$ cat config.mk
export PLATFORM = sky130hd
export DESIGN_NAME = lru_key_value_cache
export DESIGN_NICKNAME = d
export VERILOG_FILES = /design/src/sv/lkvc_pkg.sv /design/src/sv/lkvc_ram.sv /design/src/sv/lkvc_ctrl.sv /design/src/sv/lkvc_dp.sv /design/src/sv/lru_key_value_cache.sv
export SDC_FILE = /design/constraint.sdc
export NUM_CORES = 1
export LEC_CHECK = 0
export BUFFER_PORTS_ARGS = -buffer_cell sky130_fd_sc_hd__buf_2
export CORE_MARGIN = 1
export CORE_UTILIZATION = 28
export CTS_CLUSTER_SIZE = 25
export DETAILED_ROUTE_END_ITERATION = 8
export PLACE_DENSITY = 0.48
export RECOVER_POWER = 25
export SYNTH_ARGS = -nofsm -noshare
export SYNTH_HDL_FRONTEND = slang
export SYNTH_SLANG_ARGS = --single-unit
$ cat constraint.sdc
create_clock -name i_clk -period 7.7 [get_ports i_clk]
set_clock_uncertainty 0.2 [all_clocks]
set_input_delay 0.385 -clock i_clk [delete_from_list [all_inputs] [get_ports i_clk]]
set_output_delay 0.385 -clock i_clk [all_outputs]
set_load 0.03 [all_outputs]
$ cat src/sv/lkvc_pkg.sv
// ----------------------------------------------------------------------------
// lkvc_pkg
// Shared widths, constants and controller/datapath signal groups for the
// least-recently-used key/value cache.
// ----------------------------------------------------------------------------
package lkvc_pkg;

    localparam int CAP_W = 5;
    localparam int KEY_W = 32;
    localparam int VAL_W = 31;

    localparam logic [CAP_W-1:0] CAP_RESET = 5'd16;

    localparam logic OP_GET = 1'b0;
    localparam logic OP_PUT = 1'b1;

    typedef struct packed {
        logic load;
        logic cmp_on;
        logic update;
    } t_ctl;

    typedef struct packed {
        logic hit;
    } t_stat;

endpackage

$ cat src/sv/lkvc_ram.sv
// ----------------------------------------------------------------------------
// lkvc_ram
// Generic single write port, single read port RAM with registered read data.
// ----------------------------------------------------------------------------
module lkvc_ram #(
    parameter int WIDTH = 8,
    parameter int DEPTH = 16
) (
    input  logic                                     i_clk,
    input  logic                                     i_we,
    input  logic [((DEPTH > 1) ? $clog2(DEPTH) : 1)-1:0] i_waddr,
    input  logic [WIDTH-1:0]                         i_wdata,
    input  logic [((DEPTH > 1) ? $clog2(DEPTH) : 1)-1:0] i_raddr,
    output logic [WIDTH-1:0]                         o_rdata
);

    logic [WIDTH-1:0] r_mem [DEPTH];
    logic [WIDTH-1:0] r_rdata;

    always_ff @(posedge i_clk) begin
        if (i_we) begin
            r_mem[i_waddr] <= i_wdata;
        end
        r_rdata <= r_mem[i_raddr];
    end

    assign o_rdata = r_rdata;

endmodule

$ cat src/sv/lkvc_ctrl.sv
// ----------------------------------------------------------------------------
// lkvc_ctrl
// Request sequencer: accepts a request, walks the entry store one address per
// cycle through a registered read, stops on a hit or after the last
// entry, then issues a single update cycle.
// ----------------------------------------------------------------------------
module lkvc_ctrl #(
    parameter int DEPTH = 16
) (
    input  logic                                     i_clk,
    input  logic                                     i_rst_n,
    input  logic                                     start,
    output logic                                     busy,
    input  lkvc_pkg::t_stat                          i_stat,
    output lkvc_pkg::t_ctl                           o_ctl,
    output logic [((DEPTH > 1) ? $clog2(DEPTH) : 1)-1:0] o_rd_idx,
    output logic [((DEPTH > 1) ? $clog2(DEPTH) : 1)-1:0] o_cmp_idx
);

    localparam int IW = (DEPTH > 1) ? $clog2(DEPTH) : 1;
    localparam logic [IW-1:0] LAST_IDX = IW'(DEPTH - 1);

    localparam logic [1:0] S_IDLE   = 2'd0;
    localparam logic [1:0] S_SCAN   = 2'd1;
    localparam logic [1:0] S_UPDATE = 2'd2;

    logic [1:0]    r_state,      n_state;
    logic [IW-1:0] r_idx,        n_idx;
    logic          r_issue_done, n_issue_done;
    logic          r_cmp_on,     n_cmp_on;
    logic [IW-1:0] r_cmp_idx,    n_cmp_idx;

    always_comb begin
        n_state      = r_state;
        n_idx        = r_idx;
        n_issue_done = r_issue_done;
        n_cmp_on     = r_cmp_on;
        n_cmp_idx    = r_cmp_idx;
        unique case (r_state)
            S_IDLE: begin
                if (start) begin
                    n_state      = S_SCAN;
                    n_idx        = '0;
                    n_issue_done = 1'b0;
                    n_cmp_on     = 1'b0;
                end
            end
            S_SCAN: begin
                n_cmp_on  = !r_issue_done;
                n_cmp_idx = r_idx;
                if (!r_issue_done) begin
                    if (r_idx == LAST_IDX) begin
                        n_issue_done = 1'b1;
                    end else begin
                        n_idx = r_idx + IW'(1);
                    end
                end
                if (r_cmp_on && (i_stat.hit || r_cmp_idx == LAST_IDX)) begin
                    n_state  = S_UPDATE;
                    n_cmp_on = 1'b0;
                end
            end
            S_UPDATE: begin
                n_state = S_IDLE;
            end
            default: begin
                n_state  = S_IDLE;
                n_cmp_on = 1'b0;
            end
        endcase
    end

    always_ff @(posedge i_clk) begin
        if (!i_rst_n) begin
            r_state      <= S_IDLE;
            r_idx        <= '0;
            r_issue_done <= 1'b0;
            r_cmp_on     <= 1'b0;
            r_cmp_idx    <= '0;
        end else begin
            r_state      <= n_state;
            r_idx        <= n_idx;
            r_issue_done <= n_issue_done;
            r_cmp_on     <= n_cmp_on;
            r_cmp_idx    <= n_cmp_idx;
        end
    end

    assign busy         = (r_state != S_IDLE);
    assign o_ctl.load   = start && (r_state == S_IDLE);
    assign o_ctl.cmp_on = r_cmp_on;
    assign o_ctl.update = (r_state == S_UPDATE);
    assign o_rd_idx     = r_idx;
    assign o_cmp_idx    = r_cmp_idx;

endmodule

$ cat src/sv/lkvc_dp.sv
// ----------------------------------------------------------------------------
// lkvc_dp
// Cache datapath: key/value RAM, per-entry valid and recency lanes, fill
// count, capacity register, key compare and result register.
// ----------------------------------------------------------------------------
module lkvc_dp #(
    parameter int DEPTH = 16
) (
    input  logic                                     i_clk,
    input  logic                                     i_rst_n,
    input  lkvc_pkg::t_ctl                           i_ctl,
    input  logic [((DEPTH > 1) ? $clog2(DEPTH) : 1)-1:0] i_rd_idx,
    input  logic [((DEPTH > 1) ? $clog2(DEPTH) : 1)-1:0] i_cmp_idx,
    output lkvc_pkg::t_stat                          o_stat,
    input  logic                                     i_cfg_we,
    input  logic [lkvc_pkg::CAP_W-1:0]               i_cfg_wdata,
    input  logic                                     i_cmd,
    input  logic signed [lkvc_pkg::KEY_W-1:0]        i_key,
    input  logic [lkvc_pkg::VAL_W-1:0]               i_data_in,
    output logic                                     o_valid,
    output logic                                     o_found,
    output logic [lkvc_pkg::VAL_W-1:0]               o_data_out
);

    localparam int IW    = (DEPTH > 1) ? $clog2(DEPTH) : 1;
    localparam int CNT_W = $clog2(DEPTH + 1);
    localparam int LW    = (CNT_W > lkvc_pkg::CAP_W) ? CNT_W : lkvc_pkg::CAP_W;
    localparam int KEY_W = lkvc_pkg::KEY_W;
    localparam int VAL_W = lkvc_pkg::VAL_W;

    logic [lkvc_pkg::CAP_W-1:0] r_cap;
    logic [CNT_W-1:0]           r_fill;
    logic [DEPTH-1:0]           r_valid;
    logic [IW-1:0]              r_age [DEPTH];

    logic                       r_op;
    logic [KEY_W-1:0]           r_key;
    logic [VAL_W-1:0]           r_data;
    logic                       r_hit;
    logic [IW-1:0]              r_slot;
    logic [VAL_W-1:0]           r_hit_val;
    logic                       r_free_found;
    logic [IW-1:0]              r_free_slot;
    logic [IW-1:0]              r_vic_slot;

    logic                       r_out_valid;
    logic                       r_found;
    logic [VAL_W-1:0]           r_dout;

    logic [KEY_W+VAL_W-1:0]     ram_rdata;
    logic [KEY_W-1:0]           rd_key;
    logic [VAL_W-1:0]           rd_val;
    logic                       hit;
    logic [DEPTH-1:0]           vic_vec;
    logic [LW-1:0]              cap_ext;
    logic [LW-1:0]              live_cap;
    logic                       full;
    logic                       ins_free;
    logic                       do_promote;
    logic                       ram_we;
    logic [IW-1:0]              upd_slot;
    logic [IW-1:0]              rank;

    lkvc_ram #(
        .WIDTH (KEY_W + VAL_W),
        .DEPTH (DEPTH)
    ) u_ram (
        .i_clk   (i_clk),
        .i_we    (ram_we),
        .i_waddr (upd_slot),
        .i_wdata ({r_key, r_data}),
        .i_raddr (i_rd_idx),
        .o_rdata (ram_rdata)
    );

    assign rd_key = ram_rdata[KEY_W+VAL_W-1:VAL_W];
    assign rd_val = ram_rdata[VAL_W-1:0];

    assign hit        = i_ctl.cmp_on && r_valid[i_cmp_idx] && (rd_key == r_key);
    assign o_stat.hit = hit;

    // oldest valid entry carries rank fill_count - 1
    always_comb begin
        for (int i = 0; i < DEPTH; i++) begin
            vic_vec[i] = r_valid[i] && (CNT_W'(r_age[i]) == (r_fill - CNT_W'(1)));
        end
    end

    assign cap_ext  = LW'(r_cap);
    assign live_cap = (cap_ext == '0) ? LW'(1) :
                      (cap_ext > LW'(DEPTH)) ? LW'(DEPTH) : cap_ext;
    assign full     = (LW'(r_fill) >= live_cap);

    assign ins_free   = (r_op == lkvc_pkg::OP_PUT) && !r_hit && !full;
    assign do_promote = i_ctl.update && (r_hit || (r_op == lkvc_pkg::OP_PUT));
    assign ram_we     = i_ctl.update && (r_op == lkvc_pkg::OP_PUT);
    assign upd_slot   = ((r_op == lkvc_pkg::OP_PUT) && !r_hit) ?
                        (full ? r_vic_slot : r_free_slot) : r_slot;

    always_comb begin
        rank = '0;
        for (int i = 0; i < DEPTH; i++) begin
            rank = rank | (r_age[i] & {IW{IW'(i) == upd_slot}});
        end
    end

    always_ff @(posedge i_clk) begin
        if (!i_rst_n) begin
            r_valid <= '0;
            for (int i = 0; i < DEPTH; i++) begin
                r_age[i] <= '0;
            end
        end else if (do_promote) begin
            for (int i = 0; i < DEPTH; i++) begin
                if (IW'(i) == upd_slot) begin
                    r_age[i]   <= '0;
                    r_valid[i] <= 1'b1;
                end else if (r_valid[i] && (ins_free || r_age[i] < rank)) begin
                    r_age[i] <= r_age[i] + IW'(1);
                end
            end
        end
    end

    always_ff @(posedge i_clk) begin
        if (!i_rst_n) begin
            r_cap        <= lkvc_pkg::CAP_RESET;
            r_fill       <= '0;
            r_hit        <= 1'b0;
            r_free_found <= 1'b0;
            r_out_valid  <= 1'b0;
        end else begin
            if (i_cfg_we) begin
                r_cap <= i_cfg_wdata;
            end
            if (i_ctl.update && ins_free) begin
                r_fill <= r_fill + CNT_W'(1);
            end
            if (i_ctl.load) begin
                r_hit        <= 1'b0;
                r_free_found <= 1'b0;
            end else begin
                if (hit) begin
                    r_hit <= 1'b1;
                end
                if (i_ctl.cmp_on && !r_valid[i_cmp_idx] && !r_free_found) begin
                    r_free_found <= 1'b1;
                end
            end
            r_out_valid <= i_ctl.update && (r_op == lkvc_pkg::OP_GET);
        end
    end

    always_ff @(posedge i_clk) begin
        if (i_ctl.load) begin
            r_op   <= i_cmd;
            r_key  <= $unsigned(i_key);
            r_data <= i_data_in;
        end
        if (hit) begin
            r_slot    <= i_cmp_idx;
            r_hit_val <= rd_val;
        end
        if (i_ctl.cmp_on && !r_valid[i_cmp_idx] && !r_free_found) begin
            r_free_slot <= i_cmp_idx;
        end
        if (i_ctl.cmp_on && vic_vec[i_cmp_idx]) begin
            r_vic_slot <= i_cmp_idx;
        end
        if (i_ctl.update) begin
            r_found <= r_hit;
            r_dout  <= r_hit ? r_hit_val : '0;
        end
    end

    assign o_valid    = r_out_valid;
    assign o_found    = r_found;
    assign o_data_out = r_dout;

endmodule

$ cat src/sv/lru_key_value_cache.sv
// ----------------------------------------------------------------------------
// lru_key_value_cache
// Fully associative key/value cache with least-recently-used replacement.
// ----------------------------------------------------------------------------
// A request is taken when start is high and busy is low. The entry store is
// a single-port-read RAM that is searched one entry per cycle, so a request
// keeps busy high longer when its key sits further into the store, and
// longest on a miss or an insert. A get returns its result with
// o_valid high for exactly one cycle, the first cycle in which busy is low
// again; it must be taken then, as there is no way to hold it. A put returns
// nothing. The capacity register may be written at any idle time and takes
// effect for the next request.
// ----------------------------------------------------------------------------
module lru_key_value_cache #(
    parameter int DEPTH = 16
) (
    input  logic                               i_clk,
    input  logic                               i_rst_n,
    input  logic                               start,
    output logic                               busy,
    input  logic                               i_cmd,
    input  logic signed [lkvc_pkg::KEY_W-1:0]  i_key,
    input  logic [lkvc_pkg::VAL_W-1:0]         i_data_in,
    output logic                               o_valid,
    output logic                               o_found,
    output logic [lkvc_pkg::VAL_W-1:0]         o_data_out,
    input  logic                               i_cfg_we,
    input  logic [lkvc_pkg::CAP_W-1:0]         i_cfg_wdata
);

    localparam int IW = (DEPTH > 1) ? $clog2(DEPTH) : 1;

    lkvc_pkg::t_ctl  ctl;
    lkvc_pkg::t_stat stat;
    logic [IW-1:0]   rd_idx;
    logic [IW-1:0]   cmp_idx;

    lkvc_ctrl #(
        .DEPTH (DEPTH)
    ) u_ctrl (
        .i_clk     (i_clk),
        .i_rst_n   (i_rst_n),
        .start     (start),
        .busy      (busy),
        .i_stat    (stat),
        .o_ctl     (ctl),
        .o_rd_idx  (rd_idx),
        .o_cmp_idx (cmp_idx)
    );

    lkvc_dp #(
        .DEPTH (DEPTH)
    ) u_dp (
        .i_clk       (i_clk),
        .i_rst_n     (i_rst_n),
        .i_ctl       (ctl),
        .i_rd_idx    (rd_idx),
        .i_cmp_idx   (cmp_idx),
        .o_stat      (stat),
        .i_cfg_we    (i_cfg_we),
        .i_cfg_wdata (i_cfg_wdata),
        .i_cmd       (i_cmd),
        .i_key       (i_key),
        .i_data_in   (i_data_in),
        .o_valid     (o_valid),
        .o_found     (o_found),
        .o_data_out  (o_data_out)
    );

`ifndef SYNTHESIS
    a_result_after_update: assert property (@(posedge i_clk) disable iff (!i_rst_n)
        o_valid |-> $past(ctl.update))
        else $error("result strobe without a preceding update cycle");

    a_busy_after_start: assert property (@(posedge i_clk) disable iff (!i_rst_n)
        (start && !busy) |=> busy)
        else $error("accepted request did not raise busy");

    a_hit_in_scan: assert property (@(posedge i_clk) disable iff (!i_rst_n)
        stat.hit |-> (busy && !ctl.update && !ctl.load))
        else $error("key match outside the search");

    a_update_ends: assert property (@(posedge i_clk) disable iff (!i_rst_n)
        ctl.update |=> !busy)
        else $error("busy still high after update cycle");
`endif

endmodule

* Word level (Yosys, flattened, before mapping)
Memory sizes are Yosys's and may differ from the RTL's. A register that Yosys moved wholly into a read port is not among the register bits.
Cells that the tools add are included.
** Storage, ports and cells
- Flip-flop bits (word level) :: 180
- Bits in latches :: 0
- Bits in writable memories :: 1072
- ROM bits :: 0
- Input bits :: 73
- Output and inout bits :: 34
- Logic and storage cells :: 475
- Memories kept :: 2
** Cells by class
- Add/subtract/negate cells :: 19
- Multiply operators :: 0
- Divide/modulo/power cells :: 0
- Magnitude comparators :: 19
- Equal/unequal tests :: 40
- Shift-type cells :: 0
- Mux-type cells :: 200
- Bitwise operators :: 66
- Reduce and logical (&&, ||, !) cells :: 94
** Memory list
- u_dp.u_ram.r_mem :: words 16, bits a word 63, read ports 1, clocked after Yosys merged registers in 1, wr ports 1, RTL line lkvc_ram.sv:17 : logic [WIDTH-1:0] r_mem [DEPTH];
- u_dp.r_age :: words 16, bits a word 4, read ports 16, clocked after Yosys merged registers in 0, wr ports 16, RTL line lkvc_dp.sv:34 : logic [IW-1:0] r_age [DEPTH];
** Operator list (number)
- 1-bit two-way mux :: 153
- 4-bit two-way mux :: 37
- 4-bit by 5-bit == test with 1-bit output :: 16
- 4-bit by 1-bit adder with 4-bit output, second input constant :: 17
- 4-bit bitwise AND :: 16
- 4-bit less-than comparator :: 16
- 4-bit bitwise OR :: 15
- 1-bit logical AND :: 45
- 2-bit AND reduction :: 19
- 32-bit == test :: 1
- 4-bit == test, first input constant :: 8
- 1-bit bitwise OR :: 32
- 1-bit logical OR :: 18
- 3-bit by 4-bit == test with 1-bit output, first input constant :: 4
- 5-bit two-way mux :: 2
- 1-bit binary-select mux with 4-bit select :: 2
- 2-bit by 4-bit == test with 1-bit output, first input constant :: 2
- 4-bit == test, second input constant :: 2
- 4-bit one-hot mux with 2 select lines :: 1
- 2-bit inequality test, second input constant :: 3
- 5-bit by 1-bit adder with 5-bit output, second input constant :: 1
- 5-bit greater-or-equal comparator :: 1
- 5-bit greater-than comparator, second input constant :: 1
- 1-bit zero test :: 5
- other kinds (17) :: 21

* Depth between registers and ports, before layout
- Depth in word-level cells :: 32
- Depth in mapped cells :: 20
- Mapped depth without buffers :: 18

* By module
Synthesis repeated with hierarchy kept, for this count alone.
** Second synthesis, totals
- Cells, all modules :: 2818
- Area total of the unflattened synthesis :: 52497.8 um^2
** By module, submodules not included
- lkvc_ram :: instances 1, cells each 1622, area an instance 38989.9 um^2, seq. area each 31530.2 um^2
- lkvc_dp :: instances 1, cells each 1130, area an instance 12933.7 um^2, seq. area each 6676.4 um^2
- lkvc_ctrl :: instances 1, cells each 66, area an instance 574.3 um^2, seq. area each 240.2 um^2

* Least setup slack after synthesis
OpenSTA, ideal clock, no wires.
- Path type :: reg2reg
- Start point :: register u_dp.r_fill[0]
- End point :: memory u_dp.u_ram.r_mem[9][0] (netlist name), enable pin
- Library setup time :: 0.484 ns
- Arrival :: 5.530 ns
- Data required time :: 7.016 ns
- Setup slack :: 1.485 ns
- Cell stages (with the launch flop) :: 13
- Path buffers :: 3
- Clock period less this slack :: 6.215 ns
- Cells stage by stage :: dfxtp_1 > clkbuf_1 > buf_1 > inv_1 > ha_1 > nor2b_1 > nor2_1 > o21ai_1 > o211ai_2 > a211oi_2 > buf_4 > nand2_1 > nor2_1
** Between the ends
- Longest elaborated chain between the ends :: 3
** RTL lines
- start: declaration :: RTL line lkvc_dp.sv:32 : logic [CNT_W-1:0] r_fill;
- start signal: assignment :: RTL line lkvc_dp.sv:137 : r_fill <= r_fill + CNT_W'(1);
- 5-bit greater-or-equal comparator :: RTL line lkvc_dp.sv:92 : assign full = (LW'(r_fill) >= live_cap);
- 4-bit two-way mux :: RTL line lkvc_dp.sv:98 : (full ? r_vic_slot : r_free_slot) : r_slot;
- 4-bit two-way mux :: RTL line lkvc_dp.sv:97 : assign upd_slot = ((r_op == lkvc_pkg::OP_PUT) && !r_hit) ?
- end: declaration :: RTL line lkvc_ram.sv:17
Every way passes these cells.

==> flow_summary.ini <==
[yosys]
yosysMostFrequentCell = edfxtp_1
synth_compound_area_share_pct = 3.11
synthArstFlopShare_pct = 0
seq_area_frac_synth_pct = 74.4
synthAdderAreaFrac_pct = 1.06
synth_xor_area_share_pct = 2.30
synth_nets = 2695
synthDominantAreaCellType = edfxtp_1
ys_types = 85
synth_top_family_by_area = multiplexers
syn_area_per_cell_um2 = 20.0
synthTopCellsByArea = edfxtp_1 70%, mux4_2 14%, dfxtp_1 4.0%, xor2_1 1.2%, xnor2_1 1.1%
netlist_top_cells_count = 1211 x edfxtp_1, 320 x mux4_2, 104 x dfxtp_1
muxShareOfSynthArea_pct = 14.1
synth_top_flop_cell = edfxtp_1
synth_edf_count = 1211
synth-simple-area-share_pct = 3.80
synthCells = 2582
syn_area_um2 = 51700
ys_ff_latch = 1315
ys_warn_count = 0
synth_top_area_share_pct = 70.3

[timing]
rsz0062_at_grt = false
finalSetupViolCount = 0
clock.fmax_ghz = 0.170
fin_crit_sh_pct = 76.2
slew_violations = 0
relSlewSlack_pct = 27.0
fin_crit_ns = 5.87
fin_ws_ns = 1.83
final_hold_viol_count = 0
worst_pin_slew_ns = 1.09
setup_tns_ns = 0

[cts]
clkTransAtPathRegs_ns = 0.06
clock_sinks = 1315
clock_path_buffers = 3
h-tree-depth = 4
clock_latency_ns = 0.80
cts_buffers = 149
cts_root_buf = clkbuf_16
cts_tree = done

[placement]
dpl_cell_area_um2 = 55500
port_buffers = 106
place.gp.congestion = 0.824
dp_hpwl_um = 69600
dp_slack_ns = 1.90

[floorplanning]
floorplan.initialDensity_pct = 28.2
fp.dieW_um = 432
die_y_um = 432
core_um2 = 183000
rows = 157
ios = 107
die_area_um2 = 186000

[min_path]
hold_class = input pin to flip-flop

[flow_run]
drv_cap = 0

[worst_setup_path]
critPathKind = flip-flop to flip-flop
critPathCaptureType = flip-flop
worstSetupStartpointType = flip-flop
worst_ep_arrival_time_ns = 6.09
crit_fanout = 17
required_ns = 7.92

[grt]
grt_pass1_vias = 26500
grt.overflow.total = 0
grt_pass1_wl_um = 192000
grt_max_degree = 112
track_usage_pct = 14.2
antenna_found_initial = 2

[routing]
final_antenna_net_count = 0
drt-initial-drc-count = 2163
drtPass1Iterations = 5
drc_errors = 0
drt-total-wl_um = 132000
wl_per_cell_um = 24.4
vias = 25600
viasPerCell = 4.72

[pwr]
p_total_mw = 15.6
leakage_nw = 18.9
p_per_area_nw_per_um2 = 256
peakVddDrop_mv = 0.246

[final_layout]
fin_area_um2 = 61000
fin_nets = 2958
utilization_pct = 33.3
syn2layout_area_growth_pct = 18.0
drive_above_1_share_pct = 24.4
antenna_cells = 0

[run_status]
status = complete, no violations
-- through the flow --
step,hold WS [ns],std cells
2_1_floorplan,0.186,2582
3_3_place_gp,0.189,5081
3_5_place_dp,0.189,5081
4_1_cts,0.0484,5433
5_1_grt,0.0860,5433
6_report,0.119,5433
-- per-layer routing --
metal / track usage (%) / routed length (um) / vias to the layer above / part of all wire [%]
li1: - / - / 11100 / -
met3: 2.36 / 5160 / 161 / 3.9
met1: 19.7 / 60500 / 13800 / 46
met4: 3.53 / 2450 / 2 / 1.9
met2: 23.2 / 64200 / 548 / 48
met5: 0 / 20 / - / 0.015
-- logic make-up (layout without fill, tap and decap cells) --
logic type	count (synthesis)	in the layout
buffers and inverters	162	549
adders and majority gates	44	44
and+or+nand+nor	385	385
muxes	328	328
AOI/OAI and AO/OA	212	212
xor gates and xnor gates	136	136
DFF	1315	1315
-- registers in the layout, summed over array words and instances (netlist names), 5 cells and up --
name	flops
u_dp.o_data_out	31
u_dp.r_valid	16
u_dp.r_data	31
u_dp.u_ram.o_rdata	63
u_dp.r_age	64
u_dp.u_ram.r_mem	1008
u_dp.cap_ext	5
u_dp.r_hit_val	31
u_dp.r_key	32
u_dp.r_fill	5
-- area by class of cell --
type	count	area, um2
fillers	17300	122000
well taps	2464	3080
inverters	33	126
repair buffers	241	1780
clock buffers	215	4240
multi-input cells	1105	12700
flip-flops and latches	1315	38500
clock inverters	60	597
-- cell usage in the layout (no fill, tap or decap), types with 17 or more instances in the layout --
cell / instances
nand3_1: 34
dlygate4sd3_1: 77
nor2_1: 77
nor2_4: 17
edfxtp_1: 1211
and2_1: 42
xnor2_1: 65
buf_2: 68
nand2_1: 76
inv_1: 31
nor3_1: 49
nand4_1: 21
mux4_2: 320
xor2_1: 69
ha_1: 40
dfxtp_1: 99
clkbuf_1: 81
clkbuf_16: 154
a21oi_1: 35
clkinv_2: 22
clkinv_1: 17
buf_4: 51
o21ai_0: 21
a31oi_1: 22
-- power breakdown --
group | leakage, nW | switching (mW) | internal [mW]
clock | 2.36 | 2.90 | 4.06
sequential | 11.9 | 0.143 | 7.87
combinational | 4.62 | 0.337 | 0.302
total | 18.9 | 3.38 | 12.2
-- worst paths after layout --
check	slack, ns	cells after the start	endpoint	from
worst max-delay path	1.83	16	u_dp.r_age[0][58]$_SDFFCE_PN0P_	u_dp.r_fill[2]$_SDFFE_PN0P_
worst min-delay path	0.12	2	u_dp.r_data[16]$_DFFE_PP_	i_data_in[16]
worst max register to register	1.83	16	u_dp.r_age[0][58]$_SDFFCE_PN0P_	u_dp.r_fill[2]$_SDFFE_PN0P_
worst min register to register	0.20	0	u_dp.r_hit_val[23]$_DFFE_PP_	u_dp.u_ram.o_rdata[23]$_DFF_P_
-- worst max-delay path, cell delays in order, from the launching register on --
cell and delay (ns):
dfxtp_1 0.50, ha_1 0.32, a21oi_1 0.20, o21a_1 0.45
nand3_2 0.52, mux2i_1 0.25, buf_4 0.21, and2_1 0.24
a32oi_1 0.20, nand3_1 0.12, nor3_1 0.17, and3_1 0.76
ha_1 0.39, a31oi_1 0.17, nor2_1 0.07, o31a_1 0.28
o21ai_0 0.45
-- repair_timing --
action	4_1_cts	5_1_grt
setup buffers	0	0
hold buffers	77	0
endpoints found under the hold margin	76	0
resized for setup	0	0
No activity file was read; power rests on OpenSTA's default activity.
